<file path="config.mk">
export PLATFORM = sky130hd
export DESIGN_NAME = page_allocator_fit_strategies
export DESIGN_NICKNAME = d
export VERILOG_FILES = /design/src/design/pgalloc_pkg.sv /design/src/design/page_allocator_fit_strategies.sv
export SDC_FILE = /design/constraint.sdc
export NUM_CORES = 1
export LEC_CHECK = 0
export BUFFER_PORTS_ARGS = -buffer_cell sky130_fd_sc_hd__buf_4
export CAP_MARGIN = 20
export CORE_ASPECT_RATIO = 0.75
export CORE_MARGIN = 1
export CORE_UTILIZATION = 35
export CTS_CLUSTER_SIZE = 16
export DETAILED_ROUTE_END_ITERATION = 8
export PLACE_DENSITY = 0.6
export SYNTH_ARGS = -nofsm -noshare
export SYNTH_HDL_FRONTEND = slang
export SYNTH_SLANG_ARGS = --single-unit
</file>
<file path="constraint.sdc">
create_clock -name clk -period 13.6 [get_ports clk]
set_input_delay 1.36 -clock clk [delete_from_list [all_inputs] [get_ports clk]]
set_output_delay 1.36 -clock clk [all_outputs]
set_load 0.02 [all_outputs]
</file>
<file path="src/design/pgalloc_pkg.sv">
// Shared constants and types for the page allocator.
package pgalloc_pkg;

    localparam int PAGES  = 64;
    localparam int PAGE_W = $clog2(PAGES);
    localparam int CNT_W  = $clog2(PAGES + 1);

    localparam logic [1:0] ST_ALLOCATED = 2'd0;
    localparam logic [1:0] ST_NO_SPACE  = 2'd1;
    localparam logic [1:0] ST_FREED     = 2'd2;

    localparam logic [1:0] FIT_FIRST = 2'd0;
    localparam logic [1:0] FIT_NEXT  = 2'd1;
    localparam logic [1:0] FIT_BEST  = 2'd2;
    localparam logic [1:0] FIT_WORST = 2'd3;

    localparam logic CMD_ALLOC = 1'b0;
    localparam logic CMD_FREE  = 1'b1;

    localparam logic REG_FIT_STRATEGY = 1'b0;

    typedef enum logic [5:0] {
        S_IDLE     = 6'b000001,
        S_SCAN     = 6'b000010,
        S_FREE_LEN = 6'b000100,
        S_FREE_CLR = 6'b001000,
        S_CLAIM    = 6'b010000,
        S_FINISH   = 6'b100000
    } state_t;

endpackage

</file>
<file path="src/design/page_allocator_fit_strategies.sv">
// Page allocator top level: page map, length store, scan sequencer and APB register.
//
// One item at a time. An allocate goes from S_IDLE to S_SCAN, a page-map scan
// (one page per cycle through a single run counter and compare unit; first and
// next fit stop at the first hit, best and worst fit always scan all PAGES
// pages), then to S_CLAIM, which marks the chosen pages one by one, then to
// S_FINISH, which posts the result. An allocate with zero or oversized length
// goes from S_IDLE straight to S_FINISH. A free reads the stored block length in
// S_FREE_LEN, releases the pages one by one in S_FREE_CLR and posts in S_FINISH.
// req_ready is high only between items; a posted result waits in the output
// register and the next item can be taken while it waits.
module page_allocator_fit_strategies
    import pgalloc_pkg::*;
(
    input  logic        clk,
    input  logic        rst_n,
    input  logic        psel,
    input  logic        penable,
    input  logic        pwrite,
    input  logic [2:0]  paddr,
    input  logic [31:0] pwdata,
    output logic [31:0] prdata,
    output logic        pready,
    input  logic        req_valid,
    output logic        req_ready,
    input  logic        command,
    input  logic [6:0]  request_length,
    input  logic [5:0]  free_start,
    output logic        rsp_valid,
    input  logic        rsp_ready,
    output logic [1:0]  status,
    output logic [5:0]  start_page
);

    state_t              state_reg, state_next;
    logic [PAGES-1:0]    page_used_reg, page_used_next;
    logic [PAGES-1:0]    len_valid_reg, len_valid_next;
    logic [PAGE_W-1:0]   rover_reg, rover_next;
    logic [1:0]          strategy_reg;
    logic [PAGE_W-1:0]   pos_reg, pos_next;
    logic [CNT_W-1:0]    step_reg, step_next;
    logic [CNT_W-1:0]    cnt_reg, cnt_next;
    logic [PAGE_W-1:0]   run_start_reg, run_start_next;
    logic                found_reg, found_next;
    logic [CNT_W-1:0]    best_len_reg, best_len_next;
    logic [PAGE_W-1:0]   best_start_reg, best_start_next;
    logic [CNT_W-1:0]    req_len_reg, req_len_next;
    logic                free_ok_reg, free_ok_next;
    logic [1:0]          res_status_reg, res_status_next;
    logic [PAGE_W-1:0]   res_start_reg, res_start_next;
    logic                rsp_valid_reg, rsp_valid_next;
    logic [1:0]          out_status_reg, out_status_next;
    logic [5:0]          out_start_reg, out_start_next;

    logic [CNT_W-1:0]    len_mem [PAGES];
    logic [CNT_W-1:0]    len_rd_reg;
    logic                mem_we;
    logic [PAGE_W-1:0]   mem_wa;
    logic [CNT_W-1:0]    mem_wd;
    logic                mem_re;
    logic [PAGE_W-1:0]   mem_ra;

    logic                cfg_wr;
    logic                pg_free;
    logic                last_pg;
    logic [CNT_W-1:0]    cnt_inc;
    logic [PAGE_W-1:0]   run_start_new;
    logic                hit;
    logic                cand_ok;
    logic [CNT_W-1:0]    cand_n;
    logic [PAGE_W-1:0]   cand_s;
    logic                better;
    logic                size_mode;
    logic                len_ok;
    logic [CNT_W-1:0]    free_n;

    // APB register port
    assign pready = 1'b1;
    assign cfg_wr = psel && penable && pwrite && (paddr[2] == REG_FIT_STRATEGY);
    assign prdata = (paddr[2] == REG_FIT_STRATEGY) ? {30'd0, strategy_reg} : 32'd0;

    always_ff @(posedge clk or negedge rst_n)
    begin
        if (!rst_n)
        begin
            strategy_reg <= FIT_FIRST;
        end
        else if (cfg_wr)
        begin
            strategy_reg <= pwdata[1:0];
        end
    end

    // Block length store
    always_ff @(posedge clk)
    begin
        if (mem_we)
        begin
            len_mem[mem_wa] <= mem_wd;
        end
        if (mem_re)
        begin
            len_rd_reg <= len_mem[mem_ra];
        end
    end

    assign req_ready  = (state_reg == S_IDLE);
    assign rsp_valid  = rsp_valid_reg;
    assign status     = out_status_reg;
    assign start_page = out_start_reg;

    // Shared scan unit
    assign size_mode     = (strategy_reg == FIT_BEST) || (strategy_reg == FIT_WORST);
    assign pg_free       = !page_used_reg[pos_reg];
    assign last_pg       = (pos_reg == PAGE_W'(PAGES - 1));
    assign cnt_inc       = cnt_reg + CNT_W'(1);
    assign run_start_new = (cnt_reg == '0) ? pos_reg : run_start_reg;
    assign hit           = !size_mode && pg_free && (cnt_inc == req_len_reg);

    always_comb
    begin
        cand_ok = 1'b0;
        cand_n  = cnt_reg;
        cand_s  = run_start_reg;
        if (!pg_free && (cnt_reg != '0))
        begin
            cand_ok = 1'b1;
        end
        else if (pg_free && last_pg)
        begin
            cand_ok = 1'b1;
            cand_n  = cnt_inc;
            cand_s  = run_start_new;
        end
    end

    assign better = size_mode && cand_ok && (cand_n >= req_len_reg) &&
                    (!found_reg ||
                     ((strategy_reg == FIT_WORST) ? (cand_n > best_len_reg)
                                                  : (cand_n < best_len_reg)));

    assign len_ok = (request_length != 7'd0) && (32'(request_length) <= PAGES);
    assign free_n = len_valid_reg[pos_reg] ? len_rd_reg : CNT_W'(1);

    always_comb
    begin
        state_next      = state_reg;
        page_used_next  = page_used_reg;
        len_valid_next  = len_valid_reg;
        rover_next      = rover_reg;
        pos_next        = pos_reg;
        step_next       = step_reg;
        cnt_next        = cnt_reg;
        run_start_next  = run_start_reg;
        found_next      = found_reg;
        best_len_next   = best_len_reg;
        best_start_next = best_start_reg;
        req_len_next    = req_len_reg;
        free_ok_next    = free_ok_reg;
        res_status_next = res_status_reg;
        res_start_next  = res_start_reg;
        rsp_valid_next  = rsp_valid_reg && !rsp_ready;
        out_status_next = out_status_reg;
        out_start_next  = out_start_reg;
        mem_we          = 1'b0;
        mem_wa          = best_start_reg;
        mem_wd          = req_len_reg;
        mem_re          = 1'b0;
        mem_ra          = PAGE_W'(free_start);

        unique case (state_reg)
            S_IDLE:
            begin
                if (req_valid)
                begin
                    res_start_next = '0;
                    if (command == CMD_FREE)
                    begin
                        mem_re          = 1'b1;
                        pos_next        = PAGE_W'(free_start);
                        free_ok_next    = (32'(free_start) < PAGES);
                        res_status_next = ST_FREED;
                        state_next      = S_FREE_LEN;
                    end
                    else if (!len_ok)
                    begin
                        res_status_next = ST_NO_SPACE;
                        state_next      = S_FINISH;
                    end
                    else
                    begin
                        req_len_next  = CNT_W'(request_length);
                        step_next     = '0;
                        cnt_next      = '0;
                        found_next    = 1'b0;
                        best_len_next = '0;
                        if ((strategy_reg == FIT_NEXT) &&
                            (rover_reg < PAGE_W'(PAGES - 1)))
                        begin
                            pos_next = rover_reg;
                        end
                        else
                        begin
                            pos_next = '0;
                        end
                        state_next = S_SCAN;
                    end
                end
            end

            S_SCAN:
            begin
                cnt_next       = (pg_free && !last_pg) ? cnt_inc : '0;
                run_start_next = run_start_new;
                pos_next       = last_pg ? '0 : pos_reg + PAGE_W'(1);
                step_next      = step_reg + CNT_W'(1);
                if (better)
                begin
                    found_next      = 1'b1;
                    best_len_next   = cand_n;
                    best_start_next = cand_s;
                end
                if (hit)
                begin
                    best_start_next = run_start_new;
                    state_next      = S_CLAIM;
                end
                else if (step_reg == CNT_W'(PAGES - 1))
                begin
                    state_next = (found_reg || better) ? S_CLAIM : S_FINISH;
                end
                if (state_next == S_CLAIM)
                begin
                    pos_next = best_start_next;
                    cnt_next = req_len_reg;
                end
                else if (state_next == S_FINISH)
                begin
                    res_status_next = ST_NO_SPACE;
                end
            end

            S_FREE_LEN:
            begin
                if (free_ok_reg)
                begin
                    len_valid_next[pos_reg] = 1'b0;
                    cnt_next                = free_n;
                    state_next              = S_FREE_CLR;
                end
                else
                begin
                    state_next = S_FINISH;
                end
            end

            S_FREE_CLR:
            begin
                page_used_next[pos_reg] = 1'b0;
                if ((cnt_reg == CNT_W'(1)) || last_pg)
                begin
                    state_next = S_FINISH;
                end
                else
                begin
                    pos_next = pos_reg + PAGE_W'(1);
                    cnt_next = cnt_reg - CNT_W'(1);
                end
            end

            S_CLAIM:
            begin
                page_used_next[pos_reg] = 1'b1;
                if (pos_reg == best_start_reg)
                begin
                    mem_we                         = 1'b1;
                    len_valid_next[best_start_reg] = 1'b1;
                end
                if ((cnt_reg == CNT_W'(1)) || last_pg)
                begin
                    if (strategy_reg == FIT_NEXT)
                    begin
                        rover_next = best_start_reg;
                    end
                    res_status_next = ST_ALLOCATED;
                    res_start_next  = best_start_reg;
                    state_next      = S_FINISH;
                end
                else
                begin
                    pos_next = pos_reg + PAGE_W'(1);
                    cnt_next = cnt_reg - CNT_W'(1);
                end
            end

            S_FINISH:
            begin
                if (!rsp_valid_reg || rsp_ready)
                begin
                    rsp_valid_next  = 1'b1;
                    out_status_next = res_status_reg;
                    out_start_next  = 6'(res_start_reg);
                    state_next      = S_IDLE;
                end
            end

            default:
            begin
                state_next = S_IDLE;
            end
        endcase
    end

    always_ff @(posedge clk or negedge rst_n)
    begin
        if (!rst_n)
        begin
            state_reg     <= S_IDLE;
            page_used_reg <= '0;
            len_valid_reg <= '0;
            rover_reg     <= '0;
            rsp_valid_reg <= 1'b0;
        end
        else
        begin
            state_reg     <= state_next;
            page_used_reg <= page_used_next;
            len_valid_reg <= len_valid_next;
            rover_reg     <= rover_next;
            rsp_valid_reg <= rsp_valid_next;
        end
    end

    always_ff @(posedge clk)
    begin
        pos_reg        <= pos_next;
        step_reg       <= step_next;
        cnt_reg        <= cnt_next;
        run_start_reg  <= run_start_next;
        found_reg      <= found_next;
        best_len_reg   <= best_len_next;
        best_start_reg <= best_start_next;
        req_len_reg    <= req_len_next;
        free_ok_reg    <= free_ok_next;
        res_status_reg <= res_status_next;
        res_start_reg  <= res_start_next;
        out_status_reg <= out_status_next;
        out_start_reg  <= out_start_next;
    end

endmodule
</file>
=== Yosys cells after proc, flatten, opt, wreduce, memory -nomap -nowiden ===
Memory sizes are Yosys's and may differ from the RTL's. A register that Yosys moved wholly into a read port is not among the register bits.
Cells that the tools add are included.
Widths: inputs -> output; s select.

* Register bits after elaboration: 206
* RAM bits: 448
* Input port bits: 56
* Output and inout bits: 43
* Logic and storage cells: 192
* Memories: 1

{| class="wikitable"
|+ Memories
! name !! words !! bits a word !! rd ports !! clocked after Yosys merged registers in !! write ports !! line !! RTL
|-
| len_mem || 64 || 7 || 1 || 1 || 1 || page_allocator_fit_strategies.sv:55 || <nowiki>logic [CNT_W-1:0] len_mem [PAGES];</nowiki>
|}

* $add $sub $neg: 4
* $lt $le $gt $ge: 9
* Equality and inequality tests: 29
* Multiplexer cells: 75
* Bitwise logic cells: 7
* Reduce and logical (&&, ||, !) cells: 49

{| class="wikitable"
|+ Operators with widths
! cell !! count
|-
| $pmux 64 s2 || 2
|-
| $mux 6 || 23
|-
| $and 64x64->64 || 2
|-
| $or 64x64->64 || 2
|-
| $mux 7 || 10
|-
| $mux 64 || 1
|-
| $not 64->64 || 1
|-
| $pmux 6 s5 || 1
|-
| $pmux 7 s2 || 2
|-
| $pmux 7 s4 || 1
|-
| $mux 1 || 20
|-
| $eq 6x6->1 const B || 3
|-
| $ne 2x2->1 const B || 9
|-
| $pmux 6 s3 || 1
|-
| $logic_and 1x1->1 || 16
|-
| $add 7x1->7 const B || 2
|-
| $lt 6x7->1 const B || 2
|-
| $mux 2 || 7
|-
| $reduce_bool 7->1 || 2
|-
| $bmux 1 s6 || 2
|-
| $demux 1 s6 || 2
|-
| $eq 6x5->1 const B || 2
|-
| $ge 6x1->1 const B || 2
|-
| $pmux 6 s2 || 1
|-
| 35 further kinds || 57
|}

=== Logic depth before layout (Yosys ltp) ===
* Word-level depth: 19
* Depth in mapped cells: 21
* Mapped depth without buffers: 18

=== Least setup slack after synthesis ===
No wires, ideal clock.

* Kind: reg-to-reg
* From: reg pos_reg[1]
* To: reg best_len_reg[0] (enable)
* Library setup time: 0.384 ns
* Arrival time: 4.356 ns
* Required time: 13.216 ns
* Path slack: 8.860 ns
* Cell stages (with the launch flop): 18
* Path buffers: 2
* Period minus slack after synthesis: 4.740 ns
* Cells stage by stage: edfxtp_1 > buf_6 > buf_2 > a311oi_1 > o22ai_1 > a211oi_2 > nand4_4 > nor2_1 > nand2_1 > xnor2_1 > ha_1 > a211oi_1 > nor2_1 > o41ai_1 > o22ai_1 > a21oi_1 > o21ai_0 > o21ai_0

* Word-level cells in the longest chain between the ends: 12
* Elaborated cells on any way between the ends: 20
* Those cells by class: 3 x order compare; 2 x eq/ne; 7 x mux; 8 x reduce/logical

{| class="wikitable"
|+ Ends and longest elaborated chain
! what !! line !! RTL
|-
| from (decl) || page_allocator_fit_strategies.sv:40 || <nowiki>logic [PAGE_W-1:0] pos_reg, pos_next;</nowiki>
|-
| from (signal assigned) || page_allocator_fit_strategies.sv:336 || <nowiki>pos_reg <= pos_next;</nowiki>
|-
| $bmux 1 s6 || page_allocator_fit_strategies.sv:114 || <nowiki>assign pg_free = !page_used_reg[pos_reg];</nowiki>
|-
| $mux 1 (implied by the code) || page_allocator_fit_strategies.sv:114 ||
|-
| $logic_not 1->1 || page_allocator_fit_strategies.sv:114 ||
|-
| $logic_and 1x1->1 || page_allocator_fit_strategies.sv:129 || <nowiki>else if (pg_free && last_pg)</nowiki>
|-
| $mux 7 || page_allocator_fit_strategies.sv:129 ||
|-
| $mux 7 * || page_allocator_fit_strategies.sv:125 || <nowiki>if (!pg_free && (cnt_reg != '0))</nowiki>
|-
| via cand_n[4] || page_allocator_fit_strategies.sv:70 || <nowiki>logic [CNT_W-1:0] cand_n;</nowiki>
|-
| $lt 7x7->1 / $gt 7x7->1 (equally long branches) || page_allocator_fit_strategies.sv:140, page_allocator_fit_strategies.sv:139 ||
|-
| $mux 1 || page_allocator_fit_strategies.sv:139 || <nowiki>((strategy_reg == FIT_WORST) ? (cand_n > best_len_reg)</nowiki>
|-
| $logic_or 1x1->1 || page_allocator_fit_strategies.sv:138 || <nowiki>(!found_reg ||</nowiki>
|-
| $logic_and 1x1->1 * || page_allocator_fit_strategies.sv:137 || <nowiki>assign better = size_mode && cand_ok && (cand_n >= req_len_reg) &&</nowiki>
|-
| $ne 2x2->1 (no source line) * || - ||
|-
| $reduce_and 5->1 (no source line) * || - ||
|-
| to (signal assigned) || page_allocator_fit_strategies.sv:341 || <nowiki>best_len_reg <= best_len_next;</nowiki>
|-
| to (decl) || page_allocator_fit_strategies.sv:45 || <nowiki>logic [CNT_W-1:0] best_len_reg, best_len_next;</nowiki>
|}

Mark *: on every way through the listed nets, which the timed path passes. The rest lies on a longest branch. The select of a mux whose other input is x is not followed.
A chain may end at the register's enable or synchronous reset.

=== Worst setup path after layout ===
* From: reg pos_reg[0]
* To: reg best_len_reg[2] (enable)

Same word-level chain as after synthesis.

==> out/results.txt <==
status = complete, no violations
TNS Setup = 0 ps
Yosys warnings = 0
RSZ-0062 raised after global routing = false
num rows = 90
post-synthesis cell type count = 77
Post-synth top flop = edfxtp_1
Startpoint Class = flip-flop
Leak Pwr = 10.96 nW
register area share after synthesis = 0.6605
clock tree buffer depth = 3
area added between synthesis and finish = 11.50%
Hold Path Depth = 0
top post-synthesis cells by area = edfxtp_1 54%, dfrtp_1 12%, mux4_2 12%
DIE AREA = 0.08394 mm²
Final Hold Fails = 0
die extent in x = 334.2 µm
Setup crit end kind = flip-flop
vias = 17,600
mean number of vias per cell = 5.652
remaining antenna violation count after routing = 0
final core occ = 0.3979
share of the synthesized area in the top cell type = 0.5369
synthesized area per cell = 14.96 µm²
worst vdd ir = 0.0001017 V
WL per Instance = 24.27 µm
Max Fanout on Critical Path = 48
Synth top cells by count = 518 x edfxtp_1, 240 x o21ai_0, 154 x mux4_2
initial antenna violation count = 2
Post-Syn Area = 0.02897 mm²
Port Buffers = 35
clock sink count = 661
clk root buf = clkbuf_16
fin crit share = 0.4609
top-count cell post-synth = edfxtp_1
Inserted Diodes = 0
Max Fclk = 159.5 MHz
Final HPWL DP = 47,980 µm
total clock buffers created by CTS = 66
cts hold-fix bufs = 0
Yosys top cell by area = edfxtp_1
Initial Util = 0.3568
total track usage = 0.1808
R2R cell count = 18
Multi-input gate area = 0.009086 mm²
MaxCap Viol Count = 0
total gr overflow = 0
Core Region = 0.08119 mm²
Routed WL = 75,570 µm
pre-CTS WS = 7451 ps
worst setup path class = reg2reg
slack of the critical path = 7332 ps
CTS resizes = 0
vias in the first global route = 17,470
EDFF count, synth = 518
GP Congestion = 0.8967
register area = 0.01913 mm²
post-route DRC violation count = 0
worst slew pin tran = 1269 ps
TritonCTS clock tree = done
drt first pass iters = 6
global-route wire length before repair = 113,600 µm
worst endpoint required time = 13,910 ps
die height = 251.2 µm
fillcell total = 7,395
clk_skew = 18.34 ps
clk_lat worst skew = 620 ps
CTS HTree Levels = 3
max reg flops = 448
Slew Viols, Final = 0
Ports = 99
Final Critical Period = 6268 ps
Clk pin slew, worst setup/hold paths = 60 ps
Power Dens Cells = 153.9 mW/mm²
critical path arrival = 6580 ps
min-delay worst type = reg2reg
async set or reset register ratio after synthesis = 0.2163
Post-CTS Repair Setup Buffers = 0
Post-Syn Instances = 1,936
final net count = 2,031
final setup vio count = 0
largest net degree at the start of global routing = 111
relative slew slack = 0.1508
#FFs+latches synth = 661
drt first-iter violations = 2,215
layout cells sized above 1 = 0.1756
[critical path, cell delays in order (launching register included)]
cell and delay [ps]:
edfxtp_1 320, buf_4 560, inv_1 460, a221oi_1 360
o22ai_1 180, a211oi_2 390, nand4_4 280, nor2_1 400
nand2_1 130, xnor2_1 280, ha_1 320, a21oi_1 160
a21oi_1 110, o41ai_1 460, o22ai_1 190, a21oi_1 520
o21ai_0 170, o21ai_0 360, buf_2 290
[cells in the final DEF (no fill, tap or decap), types with 32 or more instances in the layout]
cell type	instances
mux4_2	154
nor2_1	116
edfxtp_1	518
nand2_1	122
buf_4	66
o21ai_0	240
clkbuf_16	67
nand3_1	34
dfrtp_1	142
a21oi_1	58
inv_1	32
[kinds of logic (layout without fill, tap and decap cells)]
| group | after synthesis | after routing | synth area share |
|---|---|---|---|
| buffers and inverters | 190 | 235 | 0.02984 |
| and+or+nand+nor | 411 | 411 | 0.06828 |
| other | 2 | 31 | 0.0002592 |
| DFF | 661 | 661 | 0.6605 |
| xor gates and xnor gates | 37 | 37 | 0.01261 |
| AOI/OAI and AO/OA | 432 | 432 | 0.08910 |
| muxes | 184 | 184 | 0.1312 |
| adders and majority gates | 19 | 19 | 0.008206 |
[layer usage]
metal	GRT usage	share of wire
met1	0.2741	0.45
met2	0.2582	0.43
met3	0.04674	0.098
met4	0.04037	0.019
met5	0	0.00017
[layout make-up]
class	count	share of cell area
Timing Repair Buffer	75	0.01739
Clock buffer	91	0.05469
Tap cell	1104	0.04276
Clock inverter	31	0.007165
Inverter	38	0.004415
Sequential cell	661	0.5923
Multi-Input combinational cell	1114	0.2813
[worst paths after layout]
kind                                           startpoint                       endpoint  slack (ps)
max in group asynchronous                           rst_n            rsp_valid$_DFF_PN0_       11340
min in group asynchronous                           rst_n     asynchronous set/reset pin         770
hold reg to reg            res_start_reg[1]$_SDFFCE_PN0P_        start_page[1]$_DFFE_PP_         420
hold / removal             res_start_reg[1]$_SDFFCE_PN0P_        start_page[1]$_DFFE_PP_         420
setup / recovery                     pos_reg[0]$_DFFE_PP_  best_len_reg[2]$_SDFFCE_PN0P_        7330
setup reg to reg                     pos_reg[0]$_DFFE_PP_  best_len_reg[2]$_SDFFCE_PN0P_        7330
[per-stage QoR]
step / std cells / hold slack [ps] / area [µm²] / power, W
5_1_grt: 3114 / 428.0 / 32300 / 0.005140
2_1_floorplan: 1965 / 400.3 / 29080 / 0.002947
3_5_place_dp: 2990 / 406.3 / 30290 / 0.003250
3_3_place_gp: 2985 / 408.2 / 30260 / 0.003237
6_report: 3114 / 418.3 / 32300 / 0.004971
4_1_cts: 3112 / 419.2 / 32290 / 0.004983
[power by group]
group	switching (W)	leakage [nW]	total [W]	internal [W]
Sequential	0.0000682	6.67	0.00233	0.00227
Clock	0.000781	0.984	0.00174	0.000958
Combinational	0.000623	3.30	0.000898	0.000274
Power figures use the tool's default switching activity.
